[src/rtl/rlht_pkg.sv]
// Package for the reentrant lock hold table: sizes, codes, payload and cell types.
// Used by every module under rtl/; depends on nothing else.
package rlht_pkg;

  localparam int TABLE_DEPTH = 8;
  localparam int COUNT_WIDTH = 16;
  localparam int IDX_W       = $clog2(TABLE_DEPTH);
  localparam int USED_W      = $clog2(TABLE_DEPTH + 1);
  localparam int ID_W        = 32;
  localparam int MODE_W      = 2;
  localparam int ENTRIES_W   = 4;

  localparam logic [COUNT_WIDTH-1:0] COUNT_MAX = '1;

  typedef enum logic [1:0] {
    CMD_ACQ = 2'd0,
    CMD_TRY = 2'd1,
    CMD_REL = 2'd2,
    CMD_CLR = 2'd3
  } cmd_e;

  typedef enum logic [1:0] {
    ST_OK       = 2'd0,
    ST_WAIT     = 2'd1,
    ST_ERR      = 2'd2,
    ST_DEADLOCK = 2'd3
  } status_e;

  typedef enum logic [1:0] {
    FWD_NONE = 2'd0,
    FWD_ACQ  = 2'd1,
    FWD_TRY  = 2'd2,
    FWD_REL  = 2'd3
  } fwd_e;

  // Shared lock outcome codes; anything else counts as an error.
  localparam logic [1:0] OC_GRANT = 2'd0;
  localparam logic [1:0] OC_WAIT  = 2'd1;

  localparam logic [MODE_W-1:0] MODE_NULL = '0;
  localparam logic [ID_W-1:0]   ID_NULL   = '0;

  typedef enum logic [1:0] {
    S_IDLE  = 2'd0,
    S_EVAL  = 2'd1,
    S_CLEAR = 2'd2
  } state_e;

  typedef enum logic [2:0] {
    OP_HOLD   = 3'd0,
    OP_APPEND = 3'd1,
    OP_INC    = 3'd2,
    OP_DEC    = 3'd3,
    OP_REMOVE = 3'd4,
    OP_SHIFT  = 3'd5
  } cell_op_e;

  typedef struct packed {
    cmd_e              cmd;
    logic [ID_W-1:0]   lock_id;
    logic [MODE_W-1:0] lock_mode;
    logic [1:0]        shared_outcome;
  } in_item_t;

  typedef struct packed {
    status_e              status;
    fwd_e                 forwarded_op;
    logic                 mode_warning;
    logic [ID_W-1:0]      released_id;
    logic [ENTRIES_W-1:0] entries_used;
    logic                 last;
  } out_item_t;

  typedef struct packed {
    logic [ID_W-1:0]        id;
    logic [MODE_W-1:0]      mode;
    logic [COUNT_WIDTH-1:0] count;
  } entry_t;

  // Broadcast from the controller to every cell.
  typedef struct packed {
    cell_op_e          op;
    logic [ID_W-1:0]   id;
    logic [MODE_W-1:0] mode;
  } cell_ctl_t;

endpackage

[src/rtl/rlht_cell.sv]
// One table slot: id, mode and reentry count, with compare and neighbor shift.
// Depends on rlht_pkg.
module rlht_cell (
  input  logic                           clk,
  input  logic [rlht_pkg::IDX_W-1:0]     cell_idx,
  input  logic [rlht_pkg::USED_W-1:0]    used,
  input  rlht_pkg::cell_ctl_t            ctl,
  input  rlht_pkg::entry_t               nbr_in,
  input  logic                           shift_in,
  output logic                           shift_out,
  output logic                           hit,
  output rlht_pkg::entry_t               entry
);

  rlht_pkg::entry_t entry_r;
  rlht_pkg::entry_t entry_nxt;
  logic             in_use;
  logic             at_end;

  always_comb begin
    in_use    = rlht_pkg::USED_W'(cell_idx) < used;
    at_end    = rlht_pkg::USED_W'(cell_idx) == used;
    hit       = in_use && (entry_r.id == ctl.id);
    // everything from the removed slot upward pulls in its right neighbor
    shift_out = shift_in | hit;
    entry_nxt = entry_r;
    case (ctl.op)
      rlht_pkg::OP_APPEND: begin
        if (at_end) begin
          entry_nxt.id    = ctl.id;
          entry_nxt.mode  = ctl.mode;
          entry_nxt.count = rlht_pkg::COUNT_WIDTH'(1);
        end
      end
      rlht_pkg::OP_INC: begin
        if (hit && entry_r.count != rlht_pkg::COUNT_MAX)
          entry_nxt.count = entry_r.count + rlht_pkg::COUNT_WIDTH'(1);
      end
      rlht_pkg::OP_DEC: begin
        if (hit) entry_nxt.count = entry_r.count - rlht_pkg::COUNT_WIDTH'(1);
      end
      rlht_pkg::OP_REMOVE: begin
        if (shift_out) entry_nxt = nbr_in;
      end
      rlht_pkg::OP_SHIFT: begin
        entry_nxt = nbr_in;
      end
      default: begin
        entry_nxt = entry_r;
      end
    endcase
  end

  always_ff @(posedge clk) begin
    entry_r <= entry_nxt;
  end

  assign entry = entry_r;

endmodule

[src/rtl/reentrant_lock_hold_table.sv]
// Top level of the reentrant lock hold table: controller, output register, cell chain.
// Depends on rlht_pkg and rlht_cell.
//
// The table is a chain of TABLE_DEPTH cells kept compacted from cell 0 upward; an
// acquire/try-acquire/release transaction is latched at the accepting edge and evaluated
// in the next cycle, where every cell compares its id against the request in parallel and
// the matched cell bumps, drops, or (with every cell above it) shifts down one slot. The
// result is registered at the end of evaluation and the controller then returns to idle,
// where the next transaction can be accepted. Clear evaluates first and then releases one
// held lock per cycle while the output does not stall: the chain shifts toward cell 0 on
// each release and cell 0's id goes out as one release transaction, with last set on the
// final one (an empty table gives a single result from the evaluation step). A stall on
// the output side holds the controller until the result register frees up. in_stall is
// high whenever a transaction is being evaluated or drained. Table contents are not
// cleared by reset; only the entry count is, and slots above the count are never
// looked at.
module reentrant_lock_hold_table (
  input  logic                clk,
  input  logic                rst_n,
  input  logic                in_valid,
  output logic                in_stall,
  input  rlht_pkg::in_item_t  in_data,
  output logic                out_valid,
  input  logic                out_stall,
  output rlht_pkg::out_item_t out_data
);

  localparam int D = rlht_pkg::TABLE_DEPTH;

  rlht_pkg::state_e                state_r, state_nxt;
  logic [rlht_pkg::USED_W-1:0]     used_r, used_nxt;
  logic [rlht_pkg::USED_W-1:0]     rem_r, rem_nxt;
  rlht_pkg::in_item_t              item_r;
  logic                            out_valid_r, out_valid_nxt;
  rlht_pkg::out_item_t             out_data_r, res;
  logic                            emit;
  logic                            slot_free;

  rlht_pkg::cell_ctl_t             ctl;
  rlht_pkg::entry_t                ents [D];
  logic [D-1:0]                    hits;
  logic [D-1:0]                    shifts;

  logic                            any_hit;
  logic [rlht_pkg::MODE_W-1:0]     hit_mode;
  logic [rlht_pkg::COUNT_WIDTH-1:0] hit_count;
  rlht_pkg::status_e               oc_status;
  logic                            id_null, tbl_full, tbl_empty;

  // ---------------- cell chain ----------------
  for (genvar i = 0; i < D; i++) begin : g_cell
    logic             sh_in;
    rlht_pkg::entry_t nbr;
    if (i == 0) begin : g_first
      assign sh_in = 1'b0;
    end else begin : g_rest
      assign sh_in = shifts[i-1];
    end
    if (i == D - 1) begin : g_tail
      assign nbr = ents[i];
    end else begin : g_body
      assign nbr = ents[i+1];
    end
    rlht_cell u_cell (
      .clk       (clk),
      .cell_idx  (rlht_pkg::IDX_W'(i)),
      .used      (used_r),
      .ctl       (ctl),
      .nbr_in    (nbr),
      .shift_in  (sh_in),
      .shift_out (shifts[i]),
      .hit       (hits[i]),
      .entry     (ents[i])
    );
  end

  // Ids in use are unique, so at most one cell hits; OR-merge its fields.
  always_comb begin
    hit_mode  = '0;
    hit_count = '0;
    for (int i = 0; i < D; i++) begin
      if (hits[i]) begin
        hit_mode  = hit_mode | ents[i].mode;
        hit_count = hit_count | ents[i].count;
      end
    end
  end

  assign any_hit   = |hits;
  assign id_null   = item_r.lock_id == rlht_pkg::ID_NULL;
  assign tbl_full  = used_r >= rlht_pkg::USED_W'(D);
  assign tbl_empty = used_r == '0;
  assign slot_free = !out_valid_r || !out_stall;

  always_comb begin
    if (item_r.shared_outcome == rlht_pkg::OC_GRANT)     oc_status = rlht_pkg::ST_OK;
    else if (item_r.shared_outcome == rlht_pkg::OC_WAIT) oc_status = rlht_pkg::ST_WAIT;
    else                                                 oc_status = rlht_pkg::ST_ERR;
  end

  // ---------------- controller ----------------
  always_comb begin
    state_nxt        = state_r;
    used_nxt         = used_r;
    rem_nxt          = rem_r;
    emit             = 1'b0;
    ctl.op           = rlht_pkg::OP_HOLD;
    ctl.id           = item_r.lock_id;
    ctl.mode         = item_r.lock_mode;
    res.status       = rlht_pkg::ST_OK;
    res.forwarded_op = rlht_pkg::FWD_NONE;
    res.mode_warning = 1'b0;
    res.released_id  = '0;
    res.last         = 1'b1;

    case (state_r)
      rlht_pkg::S_IDLE: begin
        if (in_valid) state_nxt = rlht_pkg::S_EVAL;
      end

      rlht_pkg::S_EVAL: begin
        case (item_r.cmd)
          rlht_pkg::CMD_ACQ, rlht_pkg::CMD_TRY: begin
            emit = slot_free;
            if (id_null || tbl_full) begin
              res.status = rlht_pkg::ST_ERR;
            end else if (any_hit) begin
              if (hit_mode == item_r.lock_mode) begin
                ctl.op = rlht_pkg::OP_INC;
              end else begin
                res.status = rlht_pkg::ST_DEADLOCK;
              end
            end else begin
              res.status       = oc_status;
              res.forwarded_op = (item_r.cmd == rlht_pkg::CMD_ACQ) ?
                                 rlht_pkg::FWD_ACQ : rlht_pkg::FWD_TRY;
              if (oc_status == rlht_pkg::ST_OK) begin
                ctl.op   = rlht_pkg::OP_APPEND;
                used_nxt = used_r + rlht_pkg::USED_W'(1);
              end
            end
          end

          rlht_pkg::CMD_REL: begin
            emit = slot_free;
            if (id_null || tbl_empty) begin
              res.status = rlht_pkg::ST_ERR;
            end else begin
              res.mode_warning = any_hit && (hit_mode != item_r.lock_mode) &&
                                 (item_r.lock_mode != rlht_pkg::MODE_NULL);
              if (any_hit && hit_count > rlht_pkg::COUNT_WIDTH'(1)) begin
                ctl.op = rlht_pkg::OP_DEC;
              end else begin
                res.status       = oc_status;
                res.forwarded_op = rlht_pkg::FWD_REL;
                if (oc_status == rlht_pkg::ST_OK && any_hit) begin
                  ctl.op   = rlht_pkg::OP_REMOVE;
                  used_nxt = used_r - rlht_pkg::USED_W'(1);
                end
              end
            end
          end

          rlht_pkg::CMD_CLR: begin
            if (tbl_empty) begin
              emit = slot_free;
            end else begin
              // drain the chain through cell 0; count drops to zero right away
              rem_nxt   = used_r;
              used_nxt  = '0;
              state_nxt = rlht_pkg::S_CLEAR;
            end
          end

          default: begin
            emit = 1'b0;
          end
        endcase
        if (item_r.cmd != rlht_pkg::CMD_CLR || tbl_empty) begin
          if (!slot_free) begin
            ctl.op   = rlht_pkg::OP_HOLD;
            used_nxt = used_r;
          end else begin
            state_nxt = rlht_pkg::S_IDLE;
          end
        end
      end

      rlht_pkg::S_CLEAR: begin
        res.forwarded_op = rlht_pkg::FWD_REL;
        res.released_id  = ents[0].id;
        res.last         = rem_r == rlht_pkg::USED_W'(1);
        if (slot_free) begin
          emit    = 1'b1;
          ctl.op  = rlht_pkg::OP_SHIFT;
          rem_nxt = rem_r - rlht_pkg::USED_W'(1);
          if (rem_r == rlht_pkg::USED_W'(1)) state_nxt = rlht_pkg::S_IDLE;
        end
      end

      default: begin
        state_nxt = rlht_pkg::S_IDLE;
      end
    endcase

    res.entries_used = rlht_pkg::ENTRIES_W'(used_nxt);
  end

  assign out_valid_nxt = emit ? 1'b1 : (slot_free ? 1'b0 : out_valid_r);

  always_ff @(posedge clk) begin
    if (!rst_n) begin
      state_r     <= rlht_pkg::S_IDLE;
      used_r      <= '0;
      rem_r       <= '0;
      out_valid_r <= 1'b0;
    end else begin
      state_r     <= state_nxt;
      used_r      <= used_nxt;
      rem_r       <= rem_nxt;
      out_valid_r <= out_valid_nxt;
    end
  end

  always_ff @(posedge clk) begin
    if (state_r == rlht_pkg::S_IDLE && in_valid) item_r <= in_data;
    if (emit) out_data_r <= res;
  end

  assign in_stall  = state_r != rlht_pkg::S_IDLE;
  assign out_valid = out_valid_r;
  assign out_data  = out_data_r;

endmodule

[config.mk]
export PLATFORM = sky130hd
export DESIGN_NAME = reentrant_lock_hold_table
export DESIGN_NICKNAME = d
export VERILOG_FILES = /design/src/rtl/rlht_pkg.sv /design/src/rtl/rlht_cell.sv /design/src/rtl/reentrant_lock_hold_table.sv
export SDC_FILE = /design/constraint.sdc
export NUM_CORES = 2
export LEC_CHECK = 0
export BUFFER_PORTS_ARGS = -buffer_cell sky130_fd_sc_hd__buf_2
export CAP_MARGIN = 20
export CORE_MARGIN = 2
export CORE_UTILIZATION = 45
export DETAILED_ROUTE_END_ITERATION = 12
export SLEW_MARGIN = 15
export SYNTH_ARGS = -nofsm -noshare
export SYNTH_HDL_FRONTEND = slang
export SYNTH_SLANG_ARGS = --single-unit
export TNS_END_PERCENT = 30
[constraint.sdc]
create_clock -name clk -period 13.56 [get_ports clk]
set_input_delay 1.356 -clock clk [delete_from_list [all_inputs] [get_ports clk]]
set_output_delay 1.356 -clock clk [all_outputs]
set_load 0.02 [all_outputs]
Word level (Yosys, flattened, before mapping). Cells that the tools add are included.

Flip-flop bits (word level): 491. Bits in latches: 0. Memory bits (writable): 0. ROM bits: 0. Bits of input ports: 42. Output and inout bits: 44. Logic and storage cells: 341. Memories: 0.

Add/sub/neg operators: 19. Multiply operators: 0. Div/mod/pow operators: 0. Order comparisons: 10. Eq/ne operators: 74. Shifts and indexed selects: 0. Muxes and demuxes: 116. Bitwise operators: 22. Reduce and logical (&&, ||, !) cells: 62.

Operators with widths (number): $pmux 34 s3 (7); $mux 50 (14); $pmux 16 s5 (7); $mux 16 (25); $eq 32x32->1 (8); $add 16x1->16 const B (8); $ne 16x16->1 const B (8); $sub 16x1->16 const B (8); $or 16x16->16 (7); $ne 2x1->1 const B (31); $mux 4 (14); $mux 2 (25); $pmux 16 s3 (1); $reduce_and 5->1 (7); $logic_not 32->1 (1); $mux 3 (9); $reduce_and 3->1 (8); $logic_and 1x1->1 (21); $eq 3x4->1 const A (4); $gt 16x1->1 const B (1); $lt 3x4->1 const A (4); $pmux 4 s2 (2); $or 2x2->2 (7); $ne 2x2->1 const B (6); other kinds (35) (70).

Longest topological paths before layout.
Depth after elaboration: 28. Depth in mapped cells: 28. Gate-level depth less buffers: 25.

By module. A second synthesis with hierarchy kept.

Cell total of the unflattened synthesis: 3292. Area total of the unflattened synthesis: 31161.1 sq um.

By module, submodules not included: rlht_cell at g_cell[4].u_cell ... (instances 3, cells an instance 358, area an instance 3320.7 sq um, sequential area each 1501.4 sq um); rlht_cell at g_cell[2].u_cell ... (instances 2, cells an instance 372, area an instance 3362.0 sq um, sequential area each 1501.4 sq um); reentrant_lock_hold_table (instances 1, cells an instance 378, area an instance 4377.9 sq um, sequential area each 2622.5 sq um); rlht_cell at g_cell[7].u_cell (instances 1, cells an instance 372, area an instance 3417.0 sq um, sequential area each 1501.4 sq um); rlht_cell at g_cell[1].u_cell (instances 1, cells an instance 367, area an instance 3354.5 sq um, sequential area each 1501.4 sq um); rlht_cell at g_cell[0].u_cell (instances 1, cells an instance 357, area an instance 3325.7 sq um, sequential area each 1501.4 sq um).

Least setup slack after synthesis. Ideal clock, no wire load.

Kind: register to register. Start: register item_r (netlist bit ctl[16]). End: register g_cell[3].u_cell.entry_r (netlist bit g_cell[3].u_cell.entry[15]), data pin. Library setup time: 0.265 ns. Data arrival time: 9.669 ns. Required time: 13.295 ns. Slack: 3.627 ns. Cell stages (with the launch flop): 28. Path buffers: 4. Period minus slack after synthesis: 9.933 ns. Path through: edfxtp_1 > buf_4 > xor2_1 > or4_1 > nor4_1 > and3_1 > buf_4 > a22o_1 > o41a_1 > o22a_1 > nand2_1 > a21oi_2 > nand2_2 > buf_2 > buf_2 > nor2_1 > ha_1 > a21oi_1 > o21ai_0 > or4_1 > a311oi_1 > o21ai_0 > a21o_1 > a21o_1 > a21oi_1 > o21ai_0 > xnor2_1 > o21ai_1.

RTL lines: start, declared (RTL line reentrant_lock_hold_table.sv:33) `rlht_pkg::in_item_t item_r;`; start signal, assigned (RTL line reentrant_lock_hold_table.sv:226) `if (state_r == rlht_pkg::S_IDLE && in_valid) item_r <= in_data;`; end signal, assigned (RTL line rlht_cell.sv:55) `entry_r <= entry_nxt;`; end, declared (RTL line rlht_cell.sv:15) `rlht_pkg::entry_t entry_r;`.

==> results.yml <==
outcome:
  status: "finished, final reports clean"
timing:
  hold_violations: 0
  clock_skew_ns: 0.0372
  drv_slew: 0
  worst_slew_pin_slew_ns: 1.08
  fin_crit_sh_pct: 61.3
  setup_violations: 0
  rsz0062_at_grt: "no"
  final.min_clock_period_ns: 8.31
  tns_ns: 0
  max_freq_mhz: 120
  relSlewSlack_pct: 27.4
  whs_ns: 0.512
setup_path:
  critPathRequiredTime_ns: 13.92
  cp-startpoint: "used_r[1]"
  worstPathArrival_ns: 8.67
  crit_type: "reg2reg"
  cp_common_cell: "o21ai_0"
  cp_max_fo: 44
  critPathSlowestCell: "dfxtp_1"
  r2r_start: "used_r[1]"
  worst_setup_path_start_kind: "register"
  cpPeakStageDelay_ns: 0.74
  r2r_slack_ns: 5.25
  reg2reg_to: "g_cell[0].u_cell.entry[14]"
  rr_worst_depth: 26
  endpoint_kind: "register"
drt:
  post_drt_via_cell_ratio: 5.95
  wl_mm: 96.7
  routed-via-count: 23326
  wl_per_cell_um: 24.7
  drtPass1Iterations: 6
  post-route-drc-count: 0
  drt-initial-drc-count: 2531
  ant_nets: 0
min_path:
  hold_depth: 2
  hold_class: "reg2reg"
  min_from: "rem_r[3]"
  min_to: "rem_r[3]"
clocking:
  numCtsBuffers: 56
  cts_setup_buffers: 0
  cts-root-buf: "clkbuf_16"
  ctsResizeCount: 0
  cts_tree: "done"
  clk_path_buf_depth: 3
  h-tree-depth: 2
  clk_pin_slew_worst_paths_ns: 0.06
  insertion_delay_ns: 0.65
  cts.sinks: 491
  cts_hold_buf: 0
floorplanning:
  core_mm2: 0.0646
  die_x_um: 260
  die-area_mm2: 0.0675
  dieHeight_um: 260
  rows: 93
  io_pins: 86
  initial_core_util_pct: 45.6
global_route:
  grt_pass1_wl_mm: 145
  antenna_found_initial: 0
  grt_max_degree: 193
  grt.overflow.total: 0
  grt_pass1_vias: 22347
  grt.total_usage_pct: 28.5
synth:
  yosys_warnings: 0
  ys.flop_type: "edfxtp_1"
  synth_edf_count: 480
  synth_area_mm2: 0.0295
  ys_types: 87
  ys_seq_area_share_pct: 49.7
  synthCells: 2958
  async_flop_share_pct: 0
  synth.net_count: 3130
  ys_ff_latch: 491
  post_synth.cell_area_avg_um2: 9.96
placement:
  hpwl_mm: 71.2
  io_buffers: 85
  gp_congestion: 1.02
power_and_ir_drop:
  power.leakage_nw: 11.5
  vdd_drop_max_mv: 0.0950
  power.density_mw_per_mm2: 108
job:
  max-cap-violations: 0
cells_and_area:
  area_growth_syn_to_layout_pct: 11.0
  nNetsFinal: 3194
  drive_above_1_share_pct: 7.90
  n_antenna_cell: 0
==> metrics by stage <==
stage               area [µm²]  setup WS (ns)  instances  util, %  total power, mW
floorplan                29500           3.63       2958        -             1.84
global placement         30700           5.59       3819     47.6             1.92
detailed placement       30700           5.65       3819     47.6             1.92
CTS                      32700           5.56       3920     50.7             3.56
global route             32700           4.89       3920     50.7             3.64
finish                   32700           5.25       3920     50.7             3.54
==> flip-flops by register name (all words and copies together) (netlist names) <==
signal / count
ctl: 34
g_cell.u_cell.entry: 400
state_r: 2
used_r: 4
out_data: 42
rem_r: 4
out_valid: 1
item_r: 4
==> power by group <==
part	internal [mW]	total [mW]	leakage, nW	switching [mW]
Clock	0.988	1.64	0.960	0.657
Combinational	0.0560	0.170	6.23	0.114
Sequential	1.68	1.72	4.31	0.0439
==> layout make-up <==
class	count	area, µm²
repair buffers	112	653
fillers	5857	31900
flip-flops and latches	491	14600
clock inverters	35	490
well taps	855	1070
clock buffers	66	1480
inverters	95	357
multi-input cells	2266	14000
==> synth_stat cells, types with 33 or more instances <==
cell | count | area [µm²]
nand2_1 | 707 | 2650
edfxtp_1 | 480 | 14400
xnor2_1 | 190 | 1660
xor2_1 | 165 | 1450
ha_1 | 122 | 1530
nor2_1 | 120 | 450
o21ai_0 | 108 | 541
nor4_1 | 100 | 626
o21ai_1 | 100 | 500
inv_1 | 94 | 353
a21oi_1 | 91 | 455
nand4_1 | 82 | 513
buf_2 | 62 | 310
nand3_1 | 55 | 275
nor3_1 | 55 | 275
and2_1 | 44 | 275
nand2b_1 | 33 | 206
==> cell usage in the layout (no fill, tap or decap), types with 14 or more instances in the layout <==
cell       count
nor3_1        55
nor2_1       114
a22o_1        15
a22oi_1       14
ha_1         122
nand2b_1      33
clkbuf_16     57
or4_1         20
a21oi_1       89
o21ai_0      108
xor2_1       165
o21ai_1      100
xnor2_1      190
a21o_1        16
nand4_1       82
nor2b_1       23
buf_2         85
nand2_1      707
inv_1         94
nand3_1       55
buf_4         25
edfxtp_1     480
and2_1        43
nor4_1       100
==> metal layers <==
layer	global-route usage (%)	share of wire (%)	vias to the layer above	routed length (µm)
li1	-	-	10774	-
met1	42.2	45	11324	43500
met2	43.0	44	1074	42400
met3	4.86	8.7	154	8400
met4	7.58	2.5	0	2410
met5	0	0	-	0
==> critical path: cells and delay by family, from the launching register on <==
family          cells  cell delay [ns]
simple gates       10             3.28
compound gates     11             2.44
buf+inv             3             0.88
flops               1             0.74
fa+ha+maj           2             0.63
==> worst max-delay path by stage <==
stage / end / slack (ns) / cells after the start
CTS: g_cell[7].u_cell.entry[14] / 5.56 / 24
global placement: g_cell[3].u_cell.entry[15] / 5.59 / 26
global route: g_cell[7].u_cell.entry[14] / 4.89 / 26
detailed placement: g_cell[7].u_cell.entry[15] / 5.65 / 26
floorplan: g_cell[3].u_cell.entry[15] / 3.63 / 27
finish: g_cell[0].u_cell.entry[14] / 5.25 / 26
==> kinds of logic (layout without fill, tap and decap cells) <==
family | Yosys count | after routing | share of synthesized area [%]
mux | 7 | 7 | 0.238
fa+ha+maj | 130 | 130 | 5.72
xor+xnor | 356 | 356 | 10.6
buf+inv | 201 | 308 | 3.16
simple gates | 1313 | 1313 | 21.0
flops | 491 | 491 | 49.7
compound gates | 460 | 460 | 9.55
No activity file was read; power rests on OpenSTA's default activity.
